===== config.mk =====
export PLATFORM = sky130hd
export DESIGN_NAME = ecb_cordic_cell
export DESIGN_NICKNAME = d
export VERILOG_FILES = /design/src/rtl/ecb_pkg.sv /design/src/rtl/ecb_cordic_cell.sv
export SDC_FILE = /design/constraint.sdc
export NUM_CORES = 1
export LEC_CHECK = 0
export BUFFER_PORTS_ARGS = -buffer_cell sky130_fd_sc_hd__buf_2
export CAP_MARGIN = 40
export CELL_PAD_IN_SITES_DETAIL_PLACEMENT = 1
export CELL_PAD_IN_SITES_GLOBAL_PLACEMENT = 1
export CORE_AREA = 2 2 167 169
export CTS_CLUSTER_DIAMETER = 200
export DETAILED_ROUTE_END_ITERATION = 10
export DIE_AREA = 0 0 169 171
export PLACE_DENSITY = 0.94
export SLEW_MARGIN = 0
export SYNTH_ARGS = -nofsm -noshare
export SYNTH_HDL_FRONTEND = slang
export SYNTH_SLANG_ARGS = --single-unit
export TNS_END_PERCENT = 100

===== constraint.sdc =====
create_clock -name clk -period 10.9 [get_ports clk]
set_input_delay 0 -clock clk [delete_from_list [all_inputs] [get_ports clk]]
set_output_delay 0 -clock clk [all_outputs]
set_load 0.01 [all_outputs]

===== src/rtl/ecb_pkg.sv =====
// shared types, constants and tables for the camera basis pipeline
package ecb_pkg;

	localparam int CORDIC_STEPS = 16;
	localparam int ATAN_LEN = 24;
	localparam int STEP_W = $clog2(ATAN_LEN);

	localparam int ANG_W = 17;
	localparam int ZW = 25;
	localparam int CW = 32;
	localparam int VW = 16;
	localparam int SQ_W = 63;
	localparam int ROOT_W = 31;
	localparam int BITPOS_W = 6;
	localparam int NUM_W = 47;
	localparam int DEN_W = 33;
	localparam int QW = 15;
	localparam int QSH_W = $clog2(QW);
	localparam int ANG_SHIFT = 10;
	localparam int NUM_SHIFT = 15;
	localparam int PROD_SHIFT = 30;

	localparam int NORM_LAT = ROOT_W + QW + 4;
	localparam int CORE_LAT = 3 * NORM_LAT + CORDIC_STEPS + 4;

	localparam logic signed [ANG_W-1:0] FULL_TURN = 17'sd23040;
	localparam logic signed [ANG_W-1:0] HALF_TURN = 17'sd11520;
	localparam logic signed [ANG_W-1:0] QUARTER_TURN = 17'sd5760;
	localparam logic signed [ANG_W-1:0] PITCH_LIMIT = 17'sd5696;
	localparam logic signed [CW-1:0] CORDIC_K = 32'sd652032875;
	localparam logic [QW-1:0] ONE_Q14 = 15'd16384;

	localparam int CFG_IDX_W = 2;
	localparam logic [CFG_IDX_W-1:0] REG_WORLD_UP_X = 2'd0;
	localparam logic [CFG_IDX_W-1:0] REG_WORLD_UP_Y = 2'd1;
	localparam logic [CFG_IDX_W-1:0] REG_WORLD_UP_Z = 2'd2;
	localparam logic signed [VW-1:0] WORLD_UP_X_RST = 16'sd0;
	localparam logic signed [VW-1:0] WORLD_UP_Y_RST = 16'sd16384;
	localparam logic signed [VW-1:0] WORLD_UP_Z_RST = 16'sd0;

	typedef struct packed {
		logic signed [CW-1:0] x;
		logic signed [CW-1:0] y;
		logic signed [ZW-1:0] z;
		logic                 neg;
	} cordic_word_t;

	typedef struct packed {
		logic signed [CW-1:0] x;
		logic signed [CW-1:0] y;
		logic signed [CW-1:0] z;
	} wide_vec_t;

	typedef struct packed {
		logic signed [VW-1:0] x;
		logic signed [VW-1:0] y;
		logic signed [VW-1:0] z;
	} vec_t;

	typedef struct packed {
		vec_t v;
		logic ok;
	} vec_ok_t;

	typedef struct packed {
		logic [2:0][CW-1:0] mag;
		logic [2:0]         neg;
	} norm_pay_t;

	typedef struct packed {
		logic [SQ_W-1:0] n;
		logic [SQ_W-1:0] res;
		norm_pay_t       pay;
	} sqrt_word_t;

	typedef struct packed {
		logic [NUM_W-1:0] rem;
		logic [DEN_W-1:0] den;
		logic [QW-1:0]    quo;
		logic             neg;
		logic             zero;
	} div_lane_t;

	function automatic logic signed [ZW-1:0] atan_deg16(input logic [STEP_W-1:0] i);
		logic signed [ZW-1:0] a;
		case (i)
			5'd0: a = 25'sd2949120;
			5'd1: a = 25'sd1740967;
			5'd2: a = 25'sd919879;
			5'd3: a = 25'sd466945;
			5'd4: a = 25'sd234379;
			5'd5: a = 25'sd117304;
			5'd6: a = 25'sd58666;
			5'd7: a = 25'sd29335;
			5'd8: a = 25'sd14668;
			5'd9: a = 25'sd7334;
			5'd10: a = 25'sd3667;
			5'd11: a = 25'sd1833;
			5'd12: a = 25'sd917;
			5'd13: a = 25'sd458;
			5'd14: a = 25'sd229;
			5'd15: a = 25'sd115;
			5'd16: a = 25'sd57;
			5'd17: a = 25'sd29;
			5'd18: a = 25'sd14;
			5'd19: a = 25'sd7;
			5'd20: a = 25'sd4;
			5'd21: a = 25'sd2;
			5'd22: a = 25'sd1;
			default: a = 25'sd0;
		endcase
		return a;
	endfunction

endpackage


===== src/rtl/ecb_cordic_cell.sv =====
// one rotation step of the sine/cosine chain
module ecb_cordic_cell (
	input  logic                        clk,
	input  logic [ecb_pkg::STEP_W-1:0]  step,
	input  ecb_pkg::cordic_word_t       din,
	output ecb_pkg::cordic_word_t       dout
);
	logic signed [ecb_pkg::CW-1:0] dx;
	logic signed [ecb_pkg::CW-1:0] dy;
	logic signed [ecb_pkg::ZW-1:0] ang;
	ecb_pkg::cordic_word_t nxt;

	always_comb begin
		dx = $signed(din.y) >>> step;
		dy = $signed(din.x) >>> step;
		ang = ecb_pkg::atan_deg16(step);
		nxt = din;
		if (!din.z[ecb_pkg::ZW-1]) begin
			nxt.x = din.x - dx;
			nxt.y = din.y + dy;
			nxt.z = din.z - ang;
		end else begin
			nxt.x = din.x + dx;
			nxt.y = din.y - dy;
			nxt.z = din.z + ang;
		end
	end

	always_ff @(posedge clk) begin
		dout <= nxt;
	end
endmodule


# After elaboration in Yosys (flattened, before gate mapping)
# Memory sizes are Yosys's and may differ from the RTL's.
# Index checks and enable logic that the tools add are counted.
[op_classes] addsub=6 n_shift=2 muxes=1
[ops] operator="$mux 89" n=1
[ops] operator="$add 32x32->32" n=2
[ops] operator="$sshr 32x5->32" n=2
[ops] operator="$sub 32x32->32" n=2
[ops] operator="$add 25x25->25" n=1
[ops] operator="$sub 25x25->25" n=1
[word_totals] regBits=90 rom_bits=704 input_bits=96 out_inout_bits=90 word_cells=14 mem_count=1
[mem_list] name="(no name shown)" words=32 word_bits=22 rd=1 rd_clocked_by_memory_dff=0 write_ports=0 line_no="ecb_pkg.sv:86" rtl="case (i)"

# Longest topological paths before layout
# Gate-level depths: netlist (run 1).
[logic_depth] ltp_word=3 depth_mapped=27 mapped_depth_nobuf=22

# Least setup slack after synthesis (run 1)
# No wires, ideal clock.
[synth_timing] path_type="in2reg" start="input port step[1] in the netlist's numbering" end="register dout[55] in the netlist's numbering" setup_time_ps=72 arrival_time_ps=5014 required_ps=10828 path_slack_ps=5814 cell_stages=26 path_buffers=5 cell_sequence="buf_2 buf_2 buf_2 buf_2 buf_1 mux4_2 a22oi_1 o211a_1 ha_1 inv_1 a2111oi_1 and4b_1 nand4_2 nor2_1 a21oi_1 xnor2_1 ha_1 a21o_1 a21o_1 a21oi_1 o21ai_0 nor4b_1 o2111a_1 nor3_1 o21ai_0 xnor2_1"
[synth_rtl] item="start, declared" line_no="ecb_cordic_cell.sv:4" rtl="input logic [ecb_pkg::STEP_W-1:0] step,"
[synth_rtl] item="end signal, assigned" line_no="ecb_cordic_cell.sv:30" rtl="dout <= nxt;"
[synth_rtl] item="end, declared" line_no="ecb_cordic_cell.sv:6" rtl="output ecb_pkg::cordic_word_t dout"

==> impl_metrics.csv, run 1 <==
group,metric,value,unit
status,status,"complete, no violations",
route,routed_wl,52600,um
timing,relSlewSlack,0.360,
worst_setup_path,cp_top_family,"compound AO/OA/AOI/OAI gates",
hold_path,hold_path_class,"input pin to register",
pwr,p_total,2150,uW
cells_and_area,largestRegisters,"dout x90",
die,initial_core_util,0.481,
worst_setup_path,worst_ep_required_time,11.17,ns
timing,timing.final.hold_violations,0,
pwr,leakagePower,0.00620,uW
global_route,grt_usage,0.356,
timing,fmax,0.139,GHz
clock_tree,root_buffer,"clkbuf_16",
clock_tree,cts_setup_buffers,0,
worst_setup_path,slowest_stage,"buf_4",
route,vias_per_cell,6.89,
global_route,grt_max_degree,74,
pwr,pwr_density_cell,147,nW/um^2
global_route,grt_pass1_vias,14400,
route,drt_drc_violations_left,0,
global_route,grt-ovfl-total,0,
route,wire_per_inst,25.8,um
yosys,synth_area,13200,um^2
yosys,synth_cell_types,97,
global_route,grt_pass1_wl,80500,um
route,drt_iter0_markers,1335,
die,floorplan.die.height,171,um
clock_tree,path_clk_slew,0.07,ns
cells_and_area,final_common_cell,"buf_2",
clock_tree,clock_path_buffers,2,
timing,post-route-period-util,0.662,
timing,hold_slack,0.0123,ns
worst_setup_path,crit_chain,"buf_6 -> buf_4 -> mux4_2 -> mux2_2 -> a222oi_1 -> o211a_1 -> ha_1 -> inv_1 -> a2111oi_1 -> a21oi_1 -> xor2_1 -> ha_1 -> o21a_1 -> a2111oi_0 -> o311ai_0 -> a211oi_1 -> o21a_1 -> o21ai_0 -> a21o_1 -> a21oi_1 -> xnor2_1",
yosys,yosys_warnings,0,
yosys,synth_area_per_cell,8.48,um^2
route,ant_nets,0,
worst_setup_path,path_buf_inv,3,
yosys,async_reset_ff_frac,0,
cells_and_area,largest-register,"dout",
timing,rsz0062_at_grt,"no",
run,cap_violations,0,
die,die_area,28900,um^2
yosys,syn_nets,1756,
die,fp-row-count,61,
yosys,yosysTopAreaCell,"dfxtp_1",
cells_and_area,area_growth,11.1,%
timing,slew_violations,0,
worst_setup_path,arrival,7.49,ns
global_route,grt_antenna_before_repair,1,
cells_and_area,largest_reg_flops,90,
die,die_w,169,um
pwr,irDropWorstVdd,0.0774,mV
route,dr.pass1.iters,6,
cells_and_area,final_cell_mix,"buf_2, a21oi_1, nand2_1",
cells_and_area,drive_gt1_frac,0.211,
cells_and_area,final.fill_count,3332,
clock_tree,cts_tree,"done",
yosys,synth.area.top_cells,"dfxtp_1, ha_1, mux4_2",
yosys,ys.flop_type,"dfxtp_1",
die,core_area,27300,um^2
worst_setup_path,critical_path.endpoint_type,"register",
yosys,ys_seq_elements,90,
worst_setup_path,start_kind,"input pin",
cells_and_area,num-nets-final,1894,
timing,fin_setup_tns,0,ns
worst_setup_path,critPathMaxStageDelay,0.82,ns
timing,layout_min_cycle_time,7.22,ns
clock_tree,cts.htree.levels,3,
worst_setup_path,crit_fanout,62,
clock_tree,clock-sinks,90,
die,ioPinCount,186,
yosys,synth_top_area_frac,0.137,
place,gp_congestion,1.01,
place,portBuffers,185,
place,dp_hpwl,39000,um
worst_setup_path,crit_type,"input pin to register",
yosys,synth-edff-count,0,
clock_tree,cts-buffers-inserted,9,
yosys,synth_cells,1552,
yosys,ys_seq_area_frac,0.137,
timing,tightest_slew,0.960,ns
route,vias,14100,
timing,setup_violations,0,
==> power breakdown <==
part | internal (uW) | switching [uW] | total (uW)
clock | 250 | 155 | 404
combinational | 502 | 735 | 1240
sequential | 473 | 34.7 | 508
==> final cells by class <==
type | instances | area (um^2) | share of cell area
flip-flops and latches | 90 | 1800 | 0.123
clock inverters | 7 | 146 | 0.0100
well taps | 346 | 433 | 0.0296
inverters | 52 | 195 | 0.0134
multi-input cells | 1329 | 10700 | 0.731
diodes | 1 | 2.50 | 0.000171
clock buffers | 9 | 225 | 0.0154
repair buffers | 208 | 1120 | 0.0769
==> through the flow <==
step                worst slack (ns)  cells  utilization  area, um^2
floorplan                       5.81   1552            -       13200
finish                          3.68   2042        0.535       14600
detailed placement              3.64   2017        0.518       14200
global route                    3.19   2041        0.535       14600
CTS                             3.90   2041        0.535       14600
global placement                3.98   2017        0.518       14200
==> metal layers <==
metal | vias up | track usage | wire, um
li1 | 6162 | - | -
met1 | 6852 | 0.405 | 19900
met2 | 791 | 0.604 | 24600
met3 | 259 | 0.0703 | 4360
met4 | 0 | 0.249 | 3760
met5 | - | 0 | 0
==> logic make-up after synthesis <==
group / count (synthesis) / share of synthesized area
AO/OA/AOI/OAI: 462 / 0.234
multiplexers: 165 / 0.205
XOR/XNOR: 144 / 0.0959
adder cells (fa/ha/maj): 108 / 0.104
flip-flops: 90 / 0.137
buffers and inverters: 133 / 0.0509
AND/OR/NAND/NOR: 450 / 0.173
==> worst paths after layout <==
check | from | endpoint | slack [ns] | depth (start not counted)
max | step[0] | dout[54] | 3.68 | 21
min | din[7] | dout[7] | 0.01 | 3
==> synth_stat cells, drive strengths merged, types with 35 or more instances <==
cell     n
xnor2  102
mux2    41
mux2i   50
a31oi   35
ha     105
dfxtp   90
inv     50
nand2  126
xor2    42
nor2   125
buf     50
a21oi  125
mux4    74
o21ai   82
==> timing repair <==
item                                   CTS  global route
endpoints found under the hold margin    8             0
gates resized for setup                  0             0
hold buffers                             8             0
No activity file was read; power rests on OpenSTA's default activity.
==> run 2: changes to the inputs <==
--- a/config.mk
+++ b/config.mk
@@ -9,11 +9,11 @@
 export CAP_MARGIN = 40
 export CELL_PAD_IN_SITES_DETAIL_PLACEMENT = 1
 export CELL_PAD_IN_SITES_GLOBAL_PLACEMENT = 1
-export CORE_AREA = 2 2 167 169
+export CORE_AREA = 2 2 174 176
 export CTS_CLUSTER_DIAMETER = 200
 export DETAILED_ROUTE_END_ITERATION = 10
-export DIE_AREA = 0 0 169 171
-export PLACE_DENSITY = 0.94
+export DIE_AREA = 0 0 176 178
+export PLACE_DENSITY = 0.87
 export SLEW_MARGIN = 0
 export SYNTH_ARGS = -nofsm -noshare
 export SYNTH_HDL_FRONTEND = slang
==> constraint.sdc (replaced) <==
create_clock -name clk -period 6.7 [get_ports clk]
set_input_delay 0 -clock clk [delete_from_list [all_inputs] [get_ports clk]]
set_output_delay 0 -clock clk [all_outputs]
set_load 0.01 [all_outputs]
==> run 2 against run 1 <==
Net effect: design area is 2.4% higher; combinational power is 65% higher; setup slack lost 2.9 ns; first-iteration DRC count is 19% lower; wire length up 2.2%; critical path type unchanged; core utilization is 2.6 points lower.
==> impl_metrics.csv, run 2 (same netlist as run 1, synthesis figures left out) <==
group,metric,value,unit
route,vias,13900,
worst_setup_path,crit_chain,"buf_6 -> buf_4 -> mux4_2 -> a222oi_1 -> o211a_1 -> ha_1 -> nor2_1 -> a21oi_1 -> ha_1 -> a211oi_1 -> o21ai_0 -> a2111oi_0 -> nor2_1 -> a31oi_1 -> o31ai_1 -> a2111oi_0 -> buf_4 -> o41ai_1 -> xnor2_1",
cells_and_area,final_cell_mix,"buf_2, a21oi_1, nor2_1, nand2_1, ha_1",
global_route,grt_pass1_vias,14400,
global_route,met3_usage,0.0488,
clock_tree,cts_setup_buffers,0,
global_route,grt_antenna_before_repair,1,
cells_and_area,final.fill_count,3602,
die,die_area,31300,um^2
run,cap_violations,0,
pwr,irDropWorstVdd,0.126,mV
clock_tree,clock-sinks,90,
die,core_area,29400,um^2
timing,rsz0062_at_grt,"no",
timing,hold_slack,0.0143,ns
hold_path,hold_path_class,"input pin to register",
timing,tightest_slew,0.923,ns
route,drt_drc_violations_left,0,
place,gp_congestion,0.993,
global_route,grt_pass1_wl,82000,um
place,dp_hpwl,42000,um
timing,relSlewSlack,0.382,
timing,fin_setup_tns,0,ns
timing,fmax,0.169,GHz
die,fp-row-count,63,
cells_and_area,largest-register,"dout",
worst_setup_path,path_buf_inv,3,
global_route,grt_max_degree,63,
timing,timing.final.hold_violations,0,
worst_setup_path,crit_fanout,62,
global_route,grt_usage,0.340,
cells_and_area,num-nets-final,1940,
global_route,busiest_layer,"met2",
worst_setup_path,start_kind,"input pin",
global_route,grt-ovfl-total,0,
cells_and_area,final_common_cell,"buf_2",
pwr,pwr_density_cell,229,nW/um^2
die,die_w,176,um
route,vias_per_cell,6.51,
pwr,leakagePower,0.00639,uW
global_route,use_met1,0.400,
clock_tree,cts.repair.resized,0,
route,wire_per_inst,25.2,um
place,dp.cells,2105,
cells_and_area,largest_reg_flops,90,
clock_tree,cts_tree,"done",
die,floorplan.die.height,178,um
cells_and_area,multi_input_area,10700,um^2
worst_setup_path,critPathMaxStageDelay,0.60,ns
worst_setup_path,arrival,6.20,ns
clock_tree,cts.htree.levels,3,
clock_tree,cts-buffers-inserted,9,
timing,post-route-period-util,0.886,
route,drt_iter0_markers,1083,
cells_and_area,area_growth,13.8,%
die,initial_core_util,0.447,
timing,setup_violations,0,
cells_and_area,drive_gt1_frac,0.230,
global_route,grtUsageMet2,0.592,
clock_tree,clock_path_buffers,2,
status,status,"complete, no violations",
worst_setup_path,crit_type,"input pin to register",
worst_setup_path,cp_top_family,"compound AO/OA/AOI/OAI gates",
place,portBuffers,185,
worst_setup_path,critical_path.endpoint_type,"register",
timing,slew_violations,0,
route,routed_wl,53800,um
clock_tree,path_clk_slew,0.08,ns
cells_and_area,largestRegisters,"dout x90",
timing,layout_min_cycle_time,5.93,ns
cells_and_area,register_area,1800,um^2
worst_setup_path,slowest_stage,"a2111oi_0",
route,ant_nets,0,
cells_and_area,fin_cells,2132,
route,dr.pass1.iters,5,
worst_setup_path,worst_ep_required_time,6.97,ns
die,ioPinCount,186,
clock_tree,root_buffer,"clkbuf_16",
run 2: cell types whose count changed in the layout (fill, tap and decap cells not counted), moves of 2 or more:
cell / previous run / this run
buf_12: 0 / 2
buf_4: 15 / 57
bufinv_16: 4 / 1
clkinvlp_4: 0 / 2
run 2: path summary, 6_finish.rpt:
check,startpoint,endpoint,slack [ns],depth (start not counted)
worst max-delay path,step[0],dout[89],0.77,19
worst min-delay path,din[19],dout[19],0.01,3
run 2: report_power, final:
part           leakage (uW)  internal [uW]  total [uW]  switching [uW]
Combinational       0.00549            855        2050            1190
Sequential         0.000759            770         825            55.8
Clock              0.000142            292         553             261
Total               0.00639           1920        3430            1510
run 2: stage by stage:
| stage | total power, uW | cell area, um^2 | setup WS (ns) | util |
|---|---|---|---|---|
| 2_1_floorplan | 2150 | 13200 | 1.61 | - |
| 3_3_place_gp | 2780 | 14600 | 0.563 | 0.496 |
| 3_5_place_dp | 2840 | 14600 | 0.376 | 0.496 |
| 4_1_cts | 3420 | 15000 | 0.736 | 0.509 |
| 5_1_grt | 3650 | 15000 | 0.112 | 0.509 |
| 6_report | 3430 | 15000 | 0.766 | 0.509 |
run 2: final cells by class:
class,instances,area share
Antenna cell,1,0.000167
Clock buffer,9,0.0150
Clock inverter,7,0.00510
Inverter,52,0.0130
Multi-Input combinational cell,1329,0.714
Sequential cell,90,0.120
Tap cell,390,0.0326
Timing Repair Buffer,254,0.0999
run 2: per-layer routing:
| layer | share of wire | up-vias | routed length [um] |
|---|---|---|---|
| met3 | 0.071 | 174 | 3790 |
| met5 | 0 | - | 0 |
| met2 | 0.48 | 664 | 25800 |
| met4 | 0.058 | 0 | 3110 |
| met1 | 0.39 | 6799 | 21100 |
| li1 | - | 6251 | - |
run 2: tightest hold or removal path, stage by stage:
cell and delay, ns:
buf_2 0.08, ha_1 0.17, xnor2_1 0.08
run 2: timing repair:
| item | in CTS | in global routing |
|---|---|---|
| endpoints found under the hold margin | 9 | 0 |
| endpoints found under the setup margin | 0 | 0 |
| hold buffers | 9 | 0 |
